`src/design/assert_macros.svh`:
```
// assertion helpers for the rtl files
`ifndef ASSERT_MACROS_SVH
`define ASSERT_MACROS_SVH

`ifndef SYNTH
`define PLI_ASSERT(label, clk, rstn, prop, msg) \
    label: assert property (@(posedge clk) disable iff (!rstn) prop) else $error(msg);
`define PLI_ASSERT_IMPL(label, clk, rstn, ante, cons, msg) \
    label: assert property (@(posedge clk) disable iff (!rstn) (ante) |-> (cons)) else $error(msg);
`else
`define PLI_ASSERT(label, clk, rstn, prop, msg)
`define PLI_ASSERT_IMPL(label, clk, rstn, ante, cons, msg)
`endif

`endif

```
`src/design/pli_pkg.sv`:
```
package pli_pkg;

    localparam int OP_W    = 2;
    localparam int FIELD_W = 6;
    localparam int VALUE_W = 32;

    // input tdata layout
    localparam int IN_POS_LSB   = 0;
    localparam int IN_VAL_LSB   = IN_POS_LSB + FIELD_W;
    localparam int IN_CNT_LSB   = IN_VAL_LSB + VALUE_W;
    localparam int IN_TDATA_W   = 48;

    // output tdata layout
    localparam int OUT_OK_LSB   = 0;
    localparam int OUT_REM_LSB  = OUT_OK_LSB + 1;
    localparam int OUT_EL_LSB   = OUT_REM_LSB + FIELD_W;
    localparam int OUT_LEN_LSB  = OUT_EL_LSB + VALUE_W;
    localparam int OUT_USED_W   = OUT_LEN_LSB + FIELD_W;
    localparam int OUT_TDATA_W  = 48;

    typedef enum logic [OP_W-1:0] {
        OP_INSERT     = 2'd0,
        OP_DELETE     = 2'd1,
        OP_DELETE_RUN = 2'd2,
        OP_READ_OUT   = 2'd3
    } pli_op_t;

    typedef enum logic [2:0] {
        ST_IDLE,
        ST_INS_SHIFT,
        ST_INS_VAL,
        ST_DEL_SHIFT,
        ST_RD_ISSUE,
        ST_RD_OUT,
        ST_RESP
    } pli_state_t;

endpackage

```
`src/design/positional_list_insert_delete.sv`:
```
// channel   direction  handshake         payload
// s_        in         tvalid / tready   tuser: operation; tdata: position, value, count
// m_        out        tvalid / tready   tuser: has_element; tdata: ok, removed, element,
//                                        list_length; tlast: is_last
//
// one item at a time, list entries in a single-port-write, one-read ram, length in a register
// insert: entries from the position to the tail move up one place, then the value is written
// delete / delete run: entries after the removed ones move down, one ram move per cycle
// read out: one element per cycle from the ram read port while the output does not stall
// synchronous active-low reset empties the list; entries are not cleared
// a result held in the output register does not block acceptance; m_tready low holds the fsm
`include "assert_macros.svh"

module positional_list_insert_delete import pli_pkg::*; #(
    parameter int DEPTH = 32
) (
    input  logic                   aclk,
    input  logic                   aresetn,
    input  logic                   s_tvalid,
    output logic                   s_tready,
    input  logic [IN_TDATA_W-1:0]  s_tdata,   // position[5:0], value[37:6], count[43:38]
    input  logic [OP_W-1:0]        s_tuser,   // operation[1:0]
    output logic                   m_tvalid,
    input  logic                   m_tready,
    output logic [OUT_TDATA_W-1:0] m_tdata,   // ok[0], removed[6:1], element[38:7],
                                              // list_length[44:39]
    output logic                   m_tuser,   // has_element
    output logic                   m_tlast
);

    localparam int AW = $clog2(DEPTH);
    localparam int CW = $clog2(DEPTH + 1);
    localparam int EW = ((CW > FIELD_W) ? CW : FIELD_W) + 1;

    pli_state_t state_reg, state_next;

    logic [CW-1:0]      len_reg, len_next;
    logic [AW-1:0]      addr_reg, addr_next;
    logic [AW-1:0]      lim_reg, lim_next;
    logic [AW-1:0]      n_reg, n_next;
    logic [VALUE_W-1:0] val_reg, val_next;
    logic               ok_reg, ok_next;
    logic [FIELD_W-1:0] removed_reg, removed_next;
    logic               wr_pend_reg, wr_pend_next;
    logic [AW-1:0]      wr_addr_reg, wr_addr_next;

    logic               m_valid_reg, m_valid_next;
    logic               m_ok_reg;
    logic [FIELD_W-1:0] m_removed_reg;
    logic               m_has_el_reg;
    logic [VALUE_W-1:0] m_element_reg;
    logic               m_last_reg;
    logic [FIELD_W-1:0] m_len_reg;

    // input unpacking
    pli_op_t            op_in;
    logic [FIELD_W-1:0] pos_in;
    logic [VALUE_W-1:0] val_in;
    logic [FIELD_W-1:0] cnt_in;
    logic               accept;

    // request decode
    logic [EW-1:0] pos_e, req_e, len_e, idx_e, avail_e, run_n, del_n, src_e;
    logic          ins_ok, del_pos_ok, del_ok, shift_ins, shift_del;

    // control
    logic          out_free, out_load, at_lim, rd_busy;
    logic          mem_we, mem_re;
    logic [AW-1:0] mem_waddr, mem_raddr;
    logic [VALUE_W-1:0] mem_wdata, mem_rdata;

    assign op_in  = pli_op_t'(s_tuser);
    assign pos_in = s_tdata[IN_POS_LSB +: FIELD_W];
    assign val_in = s_tdata[IN_VAL_LSB +: VALUE_W];
    assign cnt_in = s_tdata[IN_CNT_LSB +: FIELD_W];

    assign s_tready = (state_reg == ST_IDLE);
    assign accept   = s_tvalid && s_tready;
    assign out_free = !m_valid_reg || m_tready;
    assign at_lim   = (addr_reg == lim_reg);
    assign rd_busy  = (state_reg == ST_RD_ISSUE) || (state_reg == ST_RD_OUT);

    always_comb begin
        pos_e      = EW'(pos_in);
        req_e      = EW'(cnt_in);
        len_e      = EW'(len_reg);
        idx_e      = pos_e - EW'(1);
        ins_ok     = (len_e < EW'(DEPTH)) && (pos_e != '0) && (pos_e <= len_e + EW'(1));
        del_pos_ok = (pos_e != '0) && (pos_e <= len_e);
        avail_e    = len_e - pos_e + EW'(1);
        run_n      = del_pos_ok ? ((req_e < avail_e) ? req_e : avail_e) : '0;
        if (op_in == OP_DELETE) begin
            del_n  = del_pos_ok ? EW'(1) : '0;
            del_ok = del_pos_ok;
        end else begin
            del_n  = run_n;
            del_ok = (run_n == req_e);
        end
        src_e     = idx_e + del_n;
        shift_ins = ins_ok && (len_e > idx_e);
        shift_del = (del_n != '0) && (src_e < len_e);
    end

    // next state
    always_comb begin
        state_next = state_reg;
        case (state_reg)
            ST_IDLE: begin
                if (s_tvalid) begin
                    case (op_in)
                        OP_INSERT: begin
                            if (!ins_ok) begin
                                state_next = ST_RESP;
                            end else if (shift_ins) begin
                                state_next = ST_INS_SHIFT;
                            end else begin
                                state_next = ST_INS_VAL;
                            end
                        end
                        OP_DELETE, OP_DELETE_RUN: begin
                            state_next = shift_del ? ST_DEL_SHIFT : ST_RESP;
                        end
                        OP_READ_OUT: begin
                            state_next = (len_reg == '0) ? ST_RESP : ST_RD_ISSUE;
                        end
                        default: state_next = ST_RESP;
                    endcase
                end
            end
            ST_INS_SHIFT: begin
                if (at_lim) state_next = ST_INS_VAL;
            end
            ST_INS_VAL: begin
                if (!wr_pend_reg) state_next = ST_RESP;
            end
            ST_DEL_SHIFT: begin
                if (at_lim) state_next = ST_RESP;
            end
            ST_RD_ISSUE: state_next = ST_RD_OUT;
            ST_RD_OUT: begin
                if (out_free && at_lim) state_next = ST_IDLE;
            end
            ST_RESP: begin
                if (out_free) state_next = ST_IDLE;
            end
            default: state_next = ST_IDLE;
        endcase
    end

    // memory and result-register control
    always_comb begin
        mem_re    = 1'b0;
        mem_raddr = addr_reg;
        out_load  = 1'b0;
        case (state_reg)
            ST_INS_SHIFT, ST_DEL_SHIFT, ST_RD_ISSUE: mem_re = 1'b1;
            ST_RD_OUT: begin
                out_load  = out_free;
                mem_re    = out_free && !at_lim;
                mem_raddr = addr_reg + AW'(1);
            end
            ST_RESP: out_load = out_free;
            default: ;
        endcase
        // a pending shift write goes first, the inserted value after it
        mem_we    = wr_pend_reg || (state_reg == ST_INS_VAL);
        mem_waddr = wr_pend_reg ? wr_addr_reg : lim_reg;
        mem_wdata = wr_pend_reg ? mem_rdata : val_reg;
    end

    // datapath
    always_comb begin
        len_next     = len_reg;
        addr_next    = addr_reg;
        lim_next     = lim_reg;
        n_next       = n_reg;
        val_next     = val_reg;
        ok_next      = ok_reg;
        removed_next = removed_reg;
        wr_pend_next = 1'b0;
        wr_addr_next = wr_addr_reg;
        case (state_reg)
            ST_IDLE: begin
                if (accept) begin
                    val_next = val_in;
                    case (op_in)
                        OP_INSERT: begin
                            addr_next    = AW'(len_e - EW'(1));
                            lim_next     = AW'(idx_e);
                            ok_next      = ins_ok;
                            removed_next = '0;
                            if (ins_ok) len_next = len_reg + CW'(1);
                        end
                        OP_DELETE, OP_DELETE_RUN: begin
                            addr_next    = AW'(src_e);
                            lim_next     = AW'(len_e - EW'(1));
                            n_next       = AW'(del_n);
                            ok_next      = del_ok;
                            removed_next = FIELD_W'(del_n);
                            len_next     = len_reg - CW'(del_n);
                        end
                        default: begin
                            addr_next    = '0;
                            lim_next     = AW'(len_e - EW'(1));
                            ok_next      = 1'b1;
                            removed_next = '0;
                        end
                    endcase
                end
            end
            ST_INS_SHIFT: begin
                wr_pend_next = 1'b1;
                wr_addr_next = addr_reg + AW'(1);
                addr_next    = addr_reg - AW'(1);
            end
            ST_DEL_SHIFT: begin
                wr_pend_next = 1'b1;
                wr_addr_next = addr_reg - n_reg;
                addr_next    = addr_reg + AW'(1);
            end
            ST_RD_OUT: begin
                if (out_free && !at_lim) addr_next = addr_reg + AW'(1);
            end
            default: ;
        endcase
        m_valid_next = out_load ? 1'b1 : (m_tready ? 1'b0 : m_valid_reg);
    end

    always_ff @(posedge aclk) begin
        if (!aresetn) begin
            state_reg   <= ST_IDLE;
            len_reg     <= '0;
            wr_pend_reg <= 1'b0;
            m_valid_reg <= 1'b0;
        end else begin
            state_reg   <= state_next;
            len_reg     <= len_next;
            wr_pend_reg <= wr_pend_next;
            m_valid_reg <= m_valid_next;
        end
    end

    always_ff @(posedge aclk) begin
        addr_reg    <= addr_next;
        lim_reg     <= lim_next;
        n_reg       <= n_next;
        val_reg     <= val_next;
        ok_reg      <= ok_next;
        removed_reg <= removed_next;
        wr_addr_reg <= wr_addr_next;
        if (out_load) begin
            if (state_reg == ST_RD_OUT) begin
                m_ok_reg      <= 1'b1;
                m_removed_reg <= '0;
                m_has_el_reg  <= 1'b1;
                m_element_reg <= mem_rdata;
                m_last_reg    <= at_lim;
            end else begin
                m_ok_reg      <= ok_reg;
                m_removed_reg <= removed_reg;
                m_has_el_reg  <= 1'b0;
                m_element_reg <= '0;
                m_last_reg    <= 1'b1;
            end
            m_len_reg <= FIELD_W'(len_reg);
        end
    end

    pli_ram #(
        .DEPTH  (DEPTH),
        .DATA_W (VALUE_W)
    ) u_ram (
        .aclk  (aclk),
        .we    (mem_we),
        .waddr (mem_waddr),
        .wdata (mem_wdata),
        .re    (mem_re),
        .raddr (mem_raddr),
        .rdata (mem_rdata)
    );

    assign m_tvalid = m_valid_reg;
    assign m_tuser  = m_has_el_reg;
    assign m_tlast  = m_last_reg;
    assign m_tdata  = {{(OUT_TDATA_W - OUT_USED_W){1'b0}}, m_len_reg, m_element_reg,
                       m_removed_reg, m_ok_reg};

    `PLI_ASSERT(a_len_range, aclk, aresetn, len_reg <= CW'(DEPTH), "list length above depth")
    `PLI_ASSERT_IMPL(a_idle_no_pend, aclk, aresetn, s_tready, !wr_pend_reg, "write left at idle")
    `PLI_ASSERT_IMPL(a_rd_no_write, aclk, aresetn, rd_busy, !mem_we, "ram write during read out")

endmodule

```
`src/design/pli_ram.sv`:
```
module pli_ram #(
    parameter int DEPTH  = 32,
    parameter int DATA_W = 32,
    parameter int ADDR_W = $clog2(DEPTH)
) (
    input  logic              aclk,
    input  logic              we,
    input  logic [ADDR_W-1:0] waddr,
    input  logic [DATA_W-1:0] wdata,
    input  logic              re,
    input  logic [ADDR_W-1:0] raddr,
    output logic [DATA_W-1:0] rdata
);

    logic [DATA_W-1:0] mem [DEPTH];
    logic [DATA_W-1:0] rdata_reg;

    always_ff @(posedge aclk) begin
        if (we) begin
            mem[waddr] <= wdata;
        end
    end

    // read data holds until the next read
    always_ff @(posedge aclk) begin
        if (re) begin
            rdata_reg <= mem[raddr];
        end
    end

    assign rdata = rdata_reg;

endmodule

```
`config.mk`:
```
export PLATFORM = sky130hd
export DESIGN_NAME = positional_list_insert_delete
export DESIGN_NICKNAME = d
export VERILOG_FILES = /design/src/design/pli_pkg.sv /design/src/design/positional_list_insert_delete.sv /design/src/design/pli_ram.sv
export VERILOG_INCLUDE_DIRS = /design/src /design/src/design
export SDC_FILE = /design/constraint.sdc
export NUM_CORES = 2
export LEC_CHECK = 0
export BUFFER_PORTS_ARGS = -buffer_cell sky130_fd_sc_hd__buf_2
export CAP_MARGIN = 5
export CELL_PAD_IN_SITES_DETAIL_PLACEMENT = 0
export CELL_PAD_IN_SITES_GLOBAL_PLACEMENT = 2
export CORE_MARGIN = 2
export CORE_UTILIZATION = 49
export CTS_CLUSTER_DIAMETER = 100
export DETAILED_ROUTE_END_ITERATION = 7
export PLACE_DENSITY_LB_ADDON = 0.1
export SLEW_MARGIN = 20
export SYNTH_ARGS = -nofsm -noshare
export SYNTH_HDL_FRONTEND = slang
export SYNTH_SLANG_ARGS = --single-unit
export TNS_END_PERCENT = 30
```
`constraint.sdc`:
```
create_clock -name aclk -period 6.9 [get_ports aclk]
set_clock_uncertainty 0.15 [all_clocks]
set_input_delay 1.035 -clock aclk [delete_from_list [all_inputs] [get_ports aclk]]
set_output_delay 1.035 -clock aclk [all_outputs]
set_load 0.05 [all_outputs]
```
==> flow_summary.ini <==
[pwr]
p_sw_frac = 0.318
powerDensity_nw_per_um2 = 421
p_clk_frac = 0.278
power_leakage_nw = 17.6
p_int_mw = 15.4
pwr-share-seq = 0.412
totalPowerFinal_mw = 22.6
ir_drop_v = 0.000531
p_switching_mw = 7.20
power_frac_comb = 0.310

[timing]
slew_violations = 0
final_hold_viol_count = 0
rsz0062_at_grt = false
fin_crit_ns = 6.15
clock.fmax_mhz = 162
tns_ns = 0
post-route-period-util = 0.892
worstMarginPinSlew_ns = 1.19
slew_headroom = 0.205
final-setup-viol-count = 0
hold_slack_ns = 0.358

[placement]
hpwl_mm = 64.7
portBuffers = 98
dp.cells = 3815
gp_congestion = 0.801

[finish]
antennaDiodeCount = 0
area_growth_pct = 13.2
regArea_um2 = 35100
fin_cells = 4032
fillers = 7425
post-route-util = 0.558
layout_common_cells = edfxtp_1 (1,162), mux4_2 (256), nand2_1 (235)
multi_input_area_um2 = 11800
largest_reg_flops = 1024
drive_above_1_share = 0.247
largest_register = u_ram.mem
layout_commonest_cell = edfxtp_1
nNetsFinal = 2780

[die]
coreArea_um2 = 96300
die_area_um2 = 99400
die_h_um = 315
std_cell_rows = 114
die_width_um = 315
initial_core_util = 0.493
io_pins = 106

[clocking]
cts_tree = built
cts_root_buf = clkbuf_16
htreeDepth = 3
cts_resized = 0
cts_hold_buf = 0
path_clk_slew_ns = 0.06
cts_max_path_buffers = 3
clock_latency_ns = 0.70
clkSinkCount = 1173
cts_setup_buffers = 0
numCtsBuffers = 117

[synthesis]
ys_seq_area_frac = 0.740
yosysUniqueCellTypes = 68
synth_async_sr_flop_share = 0
ys_warn_count = 0
netlist_area_um2 = 47500
synth_seq_cells = 1173
synth_edf_count = 1162
syn-instance-count = 2492
ys.flop_type = edfxtp_1
syn_area_per_cell_um2 = 19.0

[global_routing]
gr-usage-met2 = 0.402
grt_pass1_wl_mm = 174
antenna_found_initial = 4
grt_max_degree = 147
met3_usage = 0.0396
grt_use_met1 = 0.356
grt_pass1_vias = 24800
gr-total-overflow = 0
grt-busiest-layer = met2
grtUsageTotal = 0.248

[detailed_routing]
ant_nets = 0
drc_errors = 0
wirelength_mm = 122
drt_iter0_markers = 2863
vias_per_cell = 6.03
first_pass_iters = 5
num_vias = 24300
wire_per_inst_um = 30.3

[critical_path]
timing_worst_setup_path_type = in2reg
r2r-start = len_reg[1]$_SDFFE_PN0P_
r2r-end = state_reg[2]$_SDFFE_PN0P_
rr_worst_depth = 26
worstPathMaxFanout = 14
crit_end = state_reg[2]$_SDFFE_PN0P_
crit_start = s_tdata[1]
cp_data_required_time_ns = 7.27
cp.arrival_ns = 6.52
reg2reg_slack_ns = 0.75
crit_path_end_kind = flop
worst_setup_path_start_kind = input port

[worst_hold_path]
holdCritPathClass = in2reg

[status]
outcome = completed

[flow_run]
drv_cap = 0
==> layout make-up <==
cell class / count / share of cell area
clock buffers: 145 / 0.0576
clock inverters: 70 / 0.0127
flip-flops and latches: 1173 / 0.654
well taps: 1276 / 0.0297
multi-input cells: 1141 / 0.220
inverters: 53 / 0.00375
repair buffers: 174 / 0.0229
==> routing by layer <==
metal  share of wire  routed length, um
met5         0.00011                 13
met1            0.43              52200
met4           0.019               2330
met2            0.48              59100
met3           0.069               8420
==> worst min-delay path by stage <==
| stage | startpoint | to | slack [ns] | cells past startpoint |
|---|---|---|---|---|
| floorplan | ok_reg$_DFFE_PP_ | m_ok_reg$_SDFFCE_PP1P_ | 0.33 | 1 |
| global placement | removed_reg[5]$_SDFFCE_PP0P_ | m_removed_reg[5]$_SDFFCE_PP0P_ | 0.35 | 1 |
| detailed placement | removed_reg[5]$_SDFFCE_PP0P_ | m_removed_reg[5]$_SDFFCE_PP0P_ | 0.36 | 1 |
| CTS | s_tdata[6] | val_reg[0]$_DFFE_PP_ | 0.32 | 1 |
| global route | s_tdata[19] | val_reg[13]$_DFFE_PP_ | 0.33 | 1 |
| finish | s_tdata[24] | val_reg[18]$_DFFE_PP_ | 0.36 | 1 |
==> cell families (layout without fill, tap and decap cells) <==
family                     after synthesis  count (layout)  synth area share
buffers and inverters                  180             442            0.0190
AOI/OAI and AO/OA                      166             166            0.0248
DFF                                   1173            1173             0.740
xor gates and xnor gates                37              37           0.00722
other                                    1               3         0.0000790
adders and majority gates               66              66            0.0182
muxes                                  339             339             0.140
and+or+nand+nor                        530             530            0.0510
==> through the flow <==
stage | area [um2] | worst slack (ns)
2_1_floorplan | 47500 | 0.660
3_3_place_gp | 49800 | 0.0540
3_5_place_dp | 49900 | 0.0543
4_1_cts | 53700 | 0.712
5_1_grt | 53700 | 0.186
6_report | 53700 | 0.746
==> synth_stat cells (8+ instances only) <==
library cell	number	area (um2)
a21oi_1	32	160
a22oi_1	8	60.1
a32oi_1	34	298
and2_1	13	81.3
and3_1	68	425
buf_2	36	180
buf_4	16	120
buf_6	16	180
clkbuf_1	52	195
dfxtp_1	11	220
edfxtp_1	1162	34900
ha_1	61	763
inv_1	50	188
mux2_2	36	405
mux2i_1	47	470
mux4_2	256	5770
nand2_1	235	882
nand3_1	85	425
nor2_1	78	293
nor2b_1	10	62.6
nor3_1	18	90.1
o21ai_0	30	150
xnor2_1	23	201
xor2_1	13	114
==> power groups by stage <==
stage / clock, mW / sequential, mW / combinational, mW
after floorplan: 0 / 9.47 / 4.98
after global placement: 0 / 9.45 / 7.01
after detailed placement: 0 / 9.46 / 7.10
after CTS: 6.39 / 9.32 / 7.12
after global routing: 6.68 / 9.36 / 7.58
final: 6.29 / 9.32 / 7.01
==> worst max-delay path, stage by stage <==
cell      delay (ns)
buf_2           0.11
ha_1            0.31
inv_1           0.07
ha_1            0.16
inv_1           0.06
fa_1            0.45
nand2b_1        0.16
a21oi_1         0.16
xor2_1          0.20
inv_1           0.08
ha_1            0.30
o211ai_1        0.11
a22oi_2         0.22
buf_4           0.24
nor2_1          0.05
a211o_1         0.33
fa_1            0.47
nor2b_1         0.18
o21ai_0         0.10
a21oi_1         0.23
ha_1            0.29
a21oi_1         0.14
o21ai_0         0.12
a2111o_1        0.45
a311oi_1        0.40
o41ai_1         0.11
Power figures use the tool's default switching activity.
